--- src/rtl/ils_pkg.sv ---
// ============================================================================
// ils_pkg
// Shared widths, command and status codes, and the control/status bundles
// that join the indexed list store controller and datapath.
// ============================================================================
package ils_pkg;

    // Field widths fixed by the interface
    localparam int CMD_W   = 2;
    localparam int POS_W   = 12;
    localparam int DATA_W  = 32;
    localparam int STAT_W  = 2;
    localparam int COUNT_W = 11;

    // Default number of stored values
    localparam int CAPACITY_DEF = 1024;

    // Command codes
    localparam logic [CMD_W-1:0] CMD_READ   = 2'd0;
    localparam logic [CMD_W-1:0] CMD_INSERT = 2'd1;
    localparam logic [CMD_W-1:0] CMD_DELETE = 2'd2;

    // Result status codes
    localparam logic [STAT_W-1:0] ST_DONE  = 2'd0;
    localparam logic [STAT_W-1:0] ST_RANGE = 2'd1;
    localparam logic [STAT_W-1:0] ST_FULL  = 2'd2;

    // Controller to datapath commands
    typedef struct packed {
        logic load_in;     // capture the input beat
        logic start;       // decode: set up index, issue first read
        logic shift_step;  // move one element, advance the index
        logic fill_write;  // write the new value at its position
        logic commit;      // update length, load the result registers
    } ils_cmd_t;

    // Datapath to controller status
    typedef struct packed {
        logic is_insert;
        logic is_delete;
        logic ok;          // command is in range and not refused
        logic ins_append;  // insert at the tail: no shift needed
        logic del_tail;    // delete of the last value: no shift needed
        logic shift_last;  // current shift step is the final one
    } ils_stat_t;

endpackage

--- src/rtl/ils_ctrl.sv ---
// ============================================================================
// ils_ctrl
// Sequencer for the indexed list store: accepts a command beat, steps the
// datapath through decode, element shifting and the final write, and holds
// the result valid until the beat is taken.
// ============================================================================
module ils_ctrl
    import ils_pkg::*;
(
    input  logic      clk,
    input  logic      rst_n,
    input  logic      in_valid,
    output logic      in_ready,
    output logic      out_valid,
    input  logic      out_ready,
    output ils_cmd_t  cmd_o,
    input  ils_stat_t stat_i
);

    typedef enum logic [4:0] {
        S_IDLE   = 5'b00001,
        S_DECODE = 5'b00010,
        S_SHIFT  = 5'b00100,
        S_FILL   = 5'b01000,
        S_FINISH = 5'b10000
    } state_t;

    state_t state_reg, state_next;
    logic   out_valid_reg, out_valid_next;

    logic   slot_free;

    assign slot_free = !out_valid_reg || out_ready;
    assign in_ready  = (state_reg == S_IDLE);
    assign out_valid = out_valid_reg;

    // Next state and datapath commands
    always_comb
    begin
        state_next     = state_reg;
        out_valid_next = out_valid_reg;
        cmd_o          = '0;

        // drop the result once taken
        if (out_valid_reg && out_ready)
        begin
            out_valid_next = 1'b0;
        end

        case (state_reg)
            S_IDLE:
            begin
                if (in_valid)
                begin
                    cmd_o.load_in = 1'b1;
                    state_next    = S_DECODE;
                end
            end
            S_DECODE:
            begin
                cmd_o.start = 1'b1;
                if (stat_i.ok && stat_i.is_insert)
                begin
                    state_next = stat_i.ins_append ? S_FILL : S_SHIFT;
                end
                else if (stat_i.ok && stat_i.is_delete)
                begin
                    state_next = stat_i.del_tail ? S_FINISH : S_SHIFT;
                end
                else
                begin
                    state_next = S_FINISH;
                end
            end
            S_SHIFT:
            begin
                cmd_o.shift_step = 1'b1;
                if (stat_i.shift_last)
                begin
                    state_next = stat_i.is_insert ? S_FILL : S_FINISH;
                end
            end
            S_FILL:
            begin
                cmd_o.fill_write = 1'b1;
                state_next       = S_FINISH;
            end
            S_FINISH:
            begin
                // hold until the output register is free
                if (slot_free)
                begin
                    cmd_o.commit   = 1'b1;
                    out_valid_next = 1'b1;
                    state_next     = S_IDLE;
                end
            end
            default:
            begin
                state_next = S_IDLE;
            end
        endcase
    end

    always_ff @(posedge clk or negedge rst_n)
    begin
        if (!rst_n)
        begin
            state_reg     <= S_IDLE;
            out_valid_reg <= 1'b0;
        end
        else
        begin
            state_reg     <= state_next;
            out_valid_reg <= out_valid_next;
        end
    end

endmodule

--- config.mk ---
export PLATFORM = sky130hd
export DESIGN_NAME = ils_ctrl
export DESIGN_NICKNAME = d
export VERILOG_FILES = /design/src/rtl/ils_pkg.sv /design/src/rtl/ils_ctrl.sv
export SDC_FILE = /design/constraint.sdc
export NUM_CORES = 1
export LEC_CHECK = 0
export ABC_AREA = 1
export ABC_CLOCK_PERIOD_IN_PS = 1930
export BUFFER_PORTS_ARGS = -buffer_cell sky130_fd_sc_hd__buf_2
export CORE_AREA = 2 2 39 41
export DETAILED_ROUTE_END_ITERATION = 8
export DIE_AREA = 0 0 41 43
export SETUP_SLACK_MARGIN = 0.05
export SLEW_MARGIN = 10
export SYNTH_ARGS = -nofsm -noshare
export SYNTH_HDL_FRONTEND = slang
export SYNTH_SLANG_ARGS = --single-unit
--- constraint.sdc ---
create_clock -name clk -period 1.93 [get_ports clk]
set_input_delay 0.2895 -clock clk [delete_from_list [all_inputs] [get_ports clk]]
set_output_delay 0.2895 -clock clk [all_outputs]
set_load 0.05 [all_outputs]
**Yosys cells after proc, flatten, opt, wreduce, memory -nomap -nowiden**

Cells that the tools add are included.

- Bits in registers: 6
- Bits of input ports: 10
- Output and inout bits: 7
- Logic and storage cells: 35

- Equality and inequality tests: 8
- Multiplexer cells: 19
- Reductions and logical operators: 6

Operators by type and width:

| operator | count |
|---|---|
| 5-bit 2-to-1 mux | 7 |
| 5-bit one-hot mux with 5 select lines | 1 |
| 1-bit 2-to-1 mux | 10 |
| 2-bit inequality test (second input constant) | 3 |
| 5-bit by 1-bit == test with 1-bit output (second input constant) | 1 |
| 5-bit by 2-bit == test with 1-bit output (second input constant) | 1 |
| 5-bit by 3-bit == test with 1-bit output (second input constant) | 1 |
| 5-bit by 4-bit == test with 1-bit output (second input constant) | 1 |
| 5-bit == test (second input constant) | 1 |
| 4-bit 2-to-1 mux | 1 |
| 1-bit logical AND | 3 |
| 3-bit AND reduction | 1 |
| 1-bit zero test | 1 |
| 1-bit logical OR | 1 |

**Depth between registers and ports, before layout**

Gate-level depths: netlist of run 1.

- Depth after elaboration: 4
- Mapped depth: 8
- Mapped depth without buffers: 8

**Least setup slack after synthesis of run 1**

OpenSTA, ideal clock, no wires.

- Kind: flip-flop to output port
- Start: register out_valid (netlist name)
- End: output cmd_o[4] in the netlist's numbering
- Arrival: 1.947 ns
- Data required time: 1.640 ns
- Path slack: -0.307 ns
- Cell stages (with the launch flop): 6
- Buffers on the path: 0
- Cell sequence: dfrtp_1 inv_1 nor2_1 nand4_1 nand2_2 nor3_1

RTL lines:

| what | RTL line | RTL |
|---|---|---|
| end, declared | ils_ctrl.sv:16 | `output ils_cmd_t cmd_o,` |

==> impl_summary.log, run 1 <==
INFO  metric whs_endpoint = out_valid
INFO  metric worst_slew_pin_slew = 0.234 ns
INFO  metric standard_cell_core_area = 1380 um^2
INFO  metric hold_depth = 2
INFO  metric slowest_delay = 0.56 ns
INFO  metric ir_drop = 0.757 mV
INFO  metric setup_repair_after_global_routing_missed_its_margin = false
INFO  metric critPathLaunchType = flip-flop
INFO  metric worst_path_dominant_cell_family = flip-flops
INFO  metric crit_path_cell_trace = nor2_1 -> nand4_1 -> nand2_2 -> nor3_2 -> clkbuf_4
INFO  metric synth_seq_area_share = 34.1%
INFO  metric dieHeight = 43 um
INFO  metric postLayoutCoreUtil = 42.5%
INFO  metric setup_failing_eps_final = 0
INFO  metric cp.arrival = 1.48 ns
INFO  metric hold_path_class = in -> reg
INFO  metric bufs_on_longest_clock_path = 2
INFO  metric setup.reg_to_reg.worst_slack = 0.66 ns
INFO  metric route.detailed.wl_per_inst = 9.18 um
INFO  metric setup.worst_path.end_class = primary output
INFO  metric drive_above_1_share = 42.5%
INFO  metric final_nets = 91
INFO  metric r2r.worst_path.cells = 5
INFO  metric max_freq = 0.565 GHz
INFO  metric die_area = 1760 um^2
INFO  metric buffer_ports.inserted = 16
INFO  metric synthesis.yosys.warnings = 0
INFO  metric postRouteWirelength = 881 um
INFO  metric htree_num_levels = 1
INFO  metric synthDistinctLibCells = 19
INFO  metric maxCapViolCount = 0
INFO  metric run_status = complete, no violations
INFO  metric cts.sinks = 6
INFO  metric syn2layout_area_growth = 32.4%
INFO  metric antennaDiodeCount = 0
INFO  metric hold-worst-slack = 0.254 ns
INFO  metric required = 1.64 ns
INFO  metric postPlaceCellArea = 549 um^2
INFO  metric reg2reg_from = state_reg[3]
INFO  metric static-leakage-power = 0.333 nW
INFO  metric drv_slew = 0
INFO  metric post_synth_instance_area = 444 um^2
INFO  metric postSynthRegisterBits = 6
INFO  metric cp_num_buf_inv = 1
INFO  metric setup_total_negative_slack = 0 ns
INFO  metric dr_total_vias = 432
INFO  metric cts_made_buffers = 3
INFO  metric route.antenna.remaining_nets = 0
INFO  metric worstHoldStart = out_ready
INFO  metric largest_register_ff_count = 5
INFO  metric finalWorstSetupSlack = 0.159 ns
INFO  metric post-route-cell-area = 588 um^2
INFO  metric fin_cells = 96
INFO  metric preCtsSetupSlack = 0.383 ns
INFO  metric rows = 14
INFO  metric avg_inst_size_synth = 7.53 um^2
INFO  metric dp_cells = 91
INFO  metric via_per_instance_ratio = 4.50
INFO  metric initial_antenna_violation_count = 0
INFO  metric worst_path_max_delay_cell = dfstp_2
INFO  metric initialDrtViolationCount = 3
INFO  metric p_total = 0.825 mW
INFO  metric gp_congestion = 0.721
INFO  metric slew_headroom = 84.4%
INFO  metric worst_setup_hold_path_clk_slew = 0.04 ns
INFO  metric path_max_fanout = 4
INFO  metric clkLatencyLatePin = 0.24 ns
INFO  metric grt_max_degree = 7
INFO  metric mappedNetlistNets = 69
INFO  metric pwr_density_cell = 1400 nW/um^2
INFO  metric global_route.overflow_total = 0
INFO  metric detailed_place_hpwl = 758 um
INFO  metric timing.setup.critical_path_class = reg -> out
INFO  metric final_min_period_over_clock_period = 91.8%
INFO  metric netlist_instances = 59
INFO  metric drt_drc_violations_left = 0
INFO  metric tritoncts = done
INFO  metric groute.usage.overall = 12.7%
INFO  metric number_of_global_route_vias_before_repair = 369
INFO  metric cts_root_buffer = clkbuf_4
INFO  metric clock-skew-final = 0.00181 ns
INFO  metric drt_first_pass_iters = 4
INFO  metric num_io_pins = 17
INFO  metric cts_setup_buffers = 0
INFO  metric grt_first_pass_wirelength = 1420 um
INFO  metric r2r-end = state_reg[3]
INFO  metric min_period = 1.77 ns
INFO  metric chipWidth = 41 um
INFO  metric timing_hold_violations_final = 0
INFO  metric initial_core_util = 32.1%
timing repair:
item	4_1_cts	5_1_grt
endpoints found under the hold margin	5	0
hold buffers	1	0
resized for setup	0	1
setup endpoints to repair	0	1
cells in the mapped netlist:
| library cell | n | area [um^2] |
|---|---|---|
| a21oi_2 | 1 | 8.76 |
| and2_1 | 1 | 6.26 |
| and3_1 | 1 | 6.26 |
| dfrtp_1 | 5 | 125 |
| dfstp_2 | 1 | 26.3 |
| inv_1 | 11 | 41.3 |
| inv_2 | 3 | 11.3 |
| nand2_1 | 11 | 41.3 |
| nand2_2 | 2 | 12.5 |
| nand3_1 | 4 | 20.0 |
| nand4_1 | 1 | 6.26 |
| nand4_2 | 1 | 12.5 |
| nand4_4 | 1 | 21.3 |
| nor2_1 | 6 | 22.5 |
| nor2_4 | 4 | 45.0 |
| nor3_1 | 2 | 10.0 |
| o21ai_0 | 2 | 10.0 |
| o21ai_1 | 1 | 5.00 |
| o31ai_2 | 1 | 12.5 |
layer usage:
layer / global-route usage (%) / routed length (um) / vias up
met3: 3.66 / 72 / 2
met4: 12.0 / 22 / 0
li1: - / - / 226
met1: 13.8 / 376 / 186
met5: 0 / 0 / -
met2: 18.4 / 409 / 18
worst max path at each step:
stage | from | endpoint | slack [ns] | cells after the start
final | state_reg[0] | cmd_o[4] | 0.16 | 5
after floorplan | out_valid | cmd_o[4] | 0.12 | 5
after CTS | state_reg[0] | cmd_o[4] | 0.11 | 5
after global routing | state_reg[0] | cmd_o[4] | 0.05 | 5
after global placement | state_reg[0] | cmd_o[4] | 0.39 | 5
after detailed placement | state_reg[0] | cmd_o[4] | 0.38 | 5
worst reg2reg max path, stage by stage, from the launching register on:
cell	delay, ns
dfrtp_1	0.43
nor2_4	0.19
nand4_1	0.18
nand2_2	0.15
nor2_1	0.07
and2_1	0.13
power breakdown:
part / total [mW] / internal [mW] / switching, mW
combinational: 0.499 / 0.152 / 0.347
sequential: 0.203 / 0.168 / 0.0346
clock: 0.123 / 0.0783 / 0.0451
total: 0.825 / 0.398 / 0.427
cell usage in the layout, fill, tap and decap left out, types with 2 or more instances in the layout:
master,count
nor2_4,4
inv_2,3
nand3_1,4
inv_1,11
o21ai_0,2
nand2_2,2
nand2_1,11
buf_2,15
nor2_1,6
clkbuf_4,4
dfrtp_1,5
cells by family (layout without fill, tap and decap cells):
family	count (synthesis)	in the layout	share of synthesized area (%)
and+or+nand+nor	34	34	45.9
buffers and inverters	14	35	11.8
DFF	6	6	34.1
AOI/OAI and AO/OA	5	5	8.17
area by class of cell:
type                            instances  area [um^2]
Timing Repair Buffer                   17         92.6
Tap cell                               16         20.0
Fill cell                             164          796
Sequential cell                         6          151
Multi-Input combinational cell         39          245
Clock buffer                            4         26.3
Inverter                               14         52.6
(Power assumes the default switching activity.)
==> inputs of run 2 (changes only) <==
--- a/config.mk
+++ b/config.mk
@@ -6,7 +6,7 @@
 export NUM_CORES = 1
 export LEC_CHECK = 0
 export ABC_AREA = 1
-export ABC_CLOCK_PERIOD_IN_PS = 1930
+export ABC_CLOCK_PERIOD_IN_PS = 2100
 export BUFFER_PORTS_ARGS = -buffer_cell sky130_fd_sc_hd__buf_2
 export CORE_AREA = 2 2 39 41
 export DETAILED_ROUTE_END_ITERATION = 8
==> constraint.sdc (replaced) <==
create_clock -name clk -period 2.1 [get_ports clk]
set_input_delay 0.315 -clock clk [delete_from_list [all_inputs] [get_ports clk]]
set_output_delay 0.315 -clock clk [all_outputs]
set_load 0.05 [all_outputs]
==> impl_summary.log, run 2 (synthesized netlist as in run 1, its figures left out) <==
INFO  metric run_status = complete, no violations
INFO  metric final_nets = 91 (unchanged)
INFO  metric groute.usage.overall = 12.7% (unchanged)
INFO  metric cts_setup_buffers = 0 (unchanged)
INFO  metric largest_register_ff_count = 5 (unchanged)
INFO  metric hold_path_class = in -> reg
INFO  metric standard_cell_core_area = 1380 um^2 (unchanged)
INFO  metric required = 1.78 ns (+0.14 ns)
INFO  metric timing.setup.critical_path_class = reg -> out
INFO  metric setup_repair_after_global_routing_missed_its_margin = false
INFO  metric path_max_fanout = 4 (unchanged)
INFO  metric grt_max_degree = 7 (unchanged)
INFO  metric final_min_period_over_clock_period = 86.8%
INFO  metric worst_setup_hold_path_clk_slew = 0.04 ns (about the same)
INFO  metric die_area = 1760 um^2 (unchanged)
INFO  metric chipWidth = 41 um (unchanged)
INFO  metric slew_headroom = 83.4% (-0.96 points)
INFO  metric dieHeight = 43 um (unchanged)
INFO  metric postRouteWirelength = 883 um (+0.23%)
INFO  metric cp.arrival = 1.51 ns (+0.03 ns)
INFO  metric min_period = 1.82 ns
INFO  metric cts.sinks = 6 (unchanged)
INFO  metric setup_failing_eps_final = 0 (unchanged)
INFO  metric grt_first_pass_wirelength = 1420 um (unchanged)
INFO  metric tritoncts = done
INFO  metric static-leakage-power = 0.332 nW (about the same)
INFO  metric p_total = 0.751 mW (-8.9%)
INFO  metric rows = 14 (unchanged)
INFO  metric cts_repair_resizes = 0 (unchanged)
INFO  metric cts_root_buffer = clkbuf_4
INFO  metric clock-skew-final = 0.00181 ns (unchanged)
INFO  metric via_per_instance_ratio = 4.50 (unchanged)
INFO  metric gp_congestion = 0.721 (unchanged)
INFO  metric num_io_pins = 17 (unchanged)
INFO  metric drt_first_pass_iters = 4 (unchanged)
INFO  metric max_freq = 0.549 GHz
INFO  metric detailed_place_hpwl = 758 um (unchanged)
INFO  metric worst_slew_pin_slew = 0.251 ns (+0.0170 ns)
INFO  metric route.detailed.wl_per_inst = 9.20 um (+0.23%)
INFO  metric route.antenna.remaining_nets = 0 (unchanged)
INFO  metric initial_core_util = 32.1% (unchanged)
INFO  metric drive_above_1_share = 42.5% (unchanged)
INFO  metric initial_antenna_violation_count = 0 (unchanged)
INFO  metric ir_drop = 0.671 mV (-11%)
INFO  metric global_route.overflow_total = 0 (unchanged)
INFO  metric critPathLaunchType = flip-flop
INFO  metric antennaDiodeCount = 0 (unchanged)
INFO  metric htree_num_levels = 1 (unchanged)
INFO  metric drt_drc_violations_left = 0 (unchanged)
INFO  metric clkLatencyLatePin = 0.24 ns (about the same)
INFO  metric layout.cells.most_common = buf_2
INFO  metric setup.worst_path.end_class = primary output
INFO  metric drv_slew = 0 (unchanged)
INFO  metric setup_total_negative_slack = 0 ns (unchanged)
INFO  metric syn2layout_area_growth = 31.8%
INFO  metric maxCapViolCount = 0 (unchanged)
INFO  metric final_cell_mix = 16 x buf_2, 11 x inv_1, 11 x nand2_1
INFO  metric dr_total_vias = 432 (unchanged)
INFO  metric pwr_density_cell = 1280 nW/um^2 (-8.5%)
INFO  metric post-route-cell-area = 586 um^2 (-0.43%)
INFO  metric initialDrtViolationCount = 3 (unchanged)
INFO  metric cts_made_buffers = 3 (unchanged)
INFO  metric postPlaceCellArea = 549 um^2 (unchanged)
INFO  metric bufs_on_longest_clock_path = 2 (unchanged)
INFO  metric number_of_global_route_vias_before_repair = 369 (unchanged)
INFO  metric timing_hold_violations_final = 0 (unchanged)
INFO  metric buffer_ports.inserted = 16 (unchanged)
run 2: cell count changes in the layout (fill, tap and decap cells not counted):
cell,previous run,this run
buf_2,15,16
clkbuf_4,4,3
run 2: timing repair:
item / in CTS / in global routing
hold endpoints to repair: 5 / 0
setup endpoints to repair: 0 / 0
hold buffers: 1 / 0
run 2: report_power, final:
part	leakage [nW]	internal (mW)	switching, mW
combinational	0.239	0.133	0.319
sequential	0.0785	0.155	0.0318
clock	0.0150	0.0720	0.0414
run 2: layer usage:
metal / global-route usage, % / vias up / routed length (um)
li1: - / 226 / -
met1: 13.8 / 186 / 377
met2: 18.4 / 18 / 410
met3: 3.66 / 2 / 72
met4: 12.0 / 0 / 22
met5: 0 / - / 0
run 2: cell type report:
class	count	area, um^2
Clock buffer	4	26.3
Multi-Input combinational cell	39	245
Fill cell	165	798
Timing Repair Buffer	17	90.1
Sequential cell	6	151
Inverter	14	52.6
Tap cell	16	20.0
run 2: final timing paths:
| check | from | endpoint | slack (ns) | cells past startpoint |
|---|---|---|---|---|
| worst max register to register | state_reg[3] | state_reg[3] | 0.83 | 5 |
| min in group asynchronous | rst_n | state_reg[2] | 0.43 | 2 |
| worst max-delay path | state_reg[0] | cmd_o[4] | 0.28 | 5 |
| worst min-delay path | out_ready | out_valid | 0.28 | 2 |
| max in group asynchronous | rst_n | state_reg[0] | 1.45 | 2 |
| worst min register to register | out_valid | out_valid | 0.54 | 2 |
run 2: through the flow:
stage	cells	hold slack (ns)	setup slack, ns	util, %
2_1_floorplan	59	0.0194	0.269	-
3_3_place_gp	91	0.147	0.533	39.7
3_5_place_dp	91	0.148	0.528	39.7
4_1_cts	96	0.272	0.253	42.3
5_1_grt	96	0.272	0.170	42.3
6_report	96	0.280	0.277	42.3
run 2: worst max-delay path: stages, from the launching register on:
cell	delay (ns)
dfstp_2	0.56
nor2_1	0.08
nand4_1	0.15
nand2_2	0.10
nor3_2	0.10
buf_2	0.28
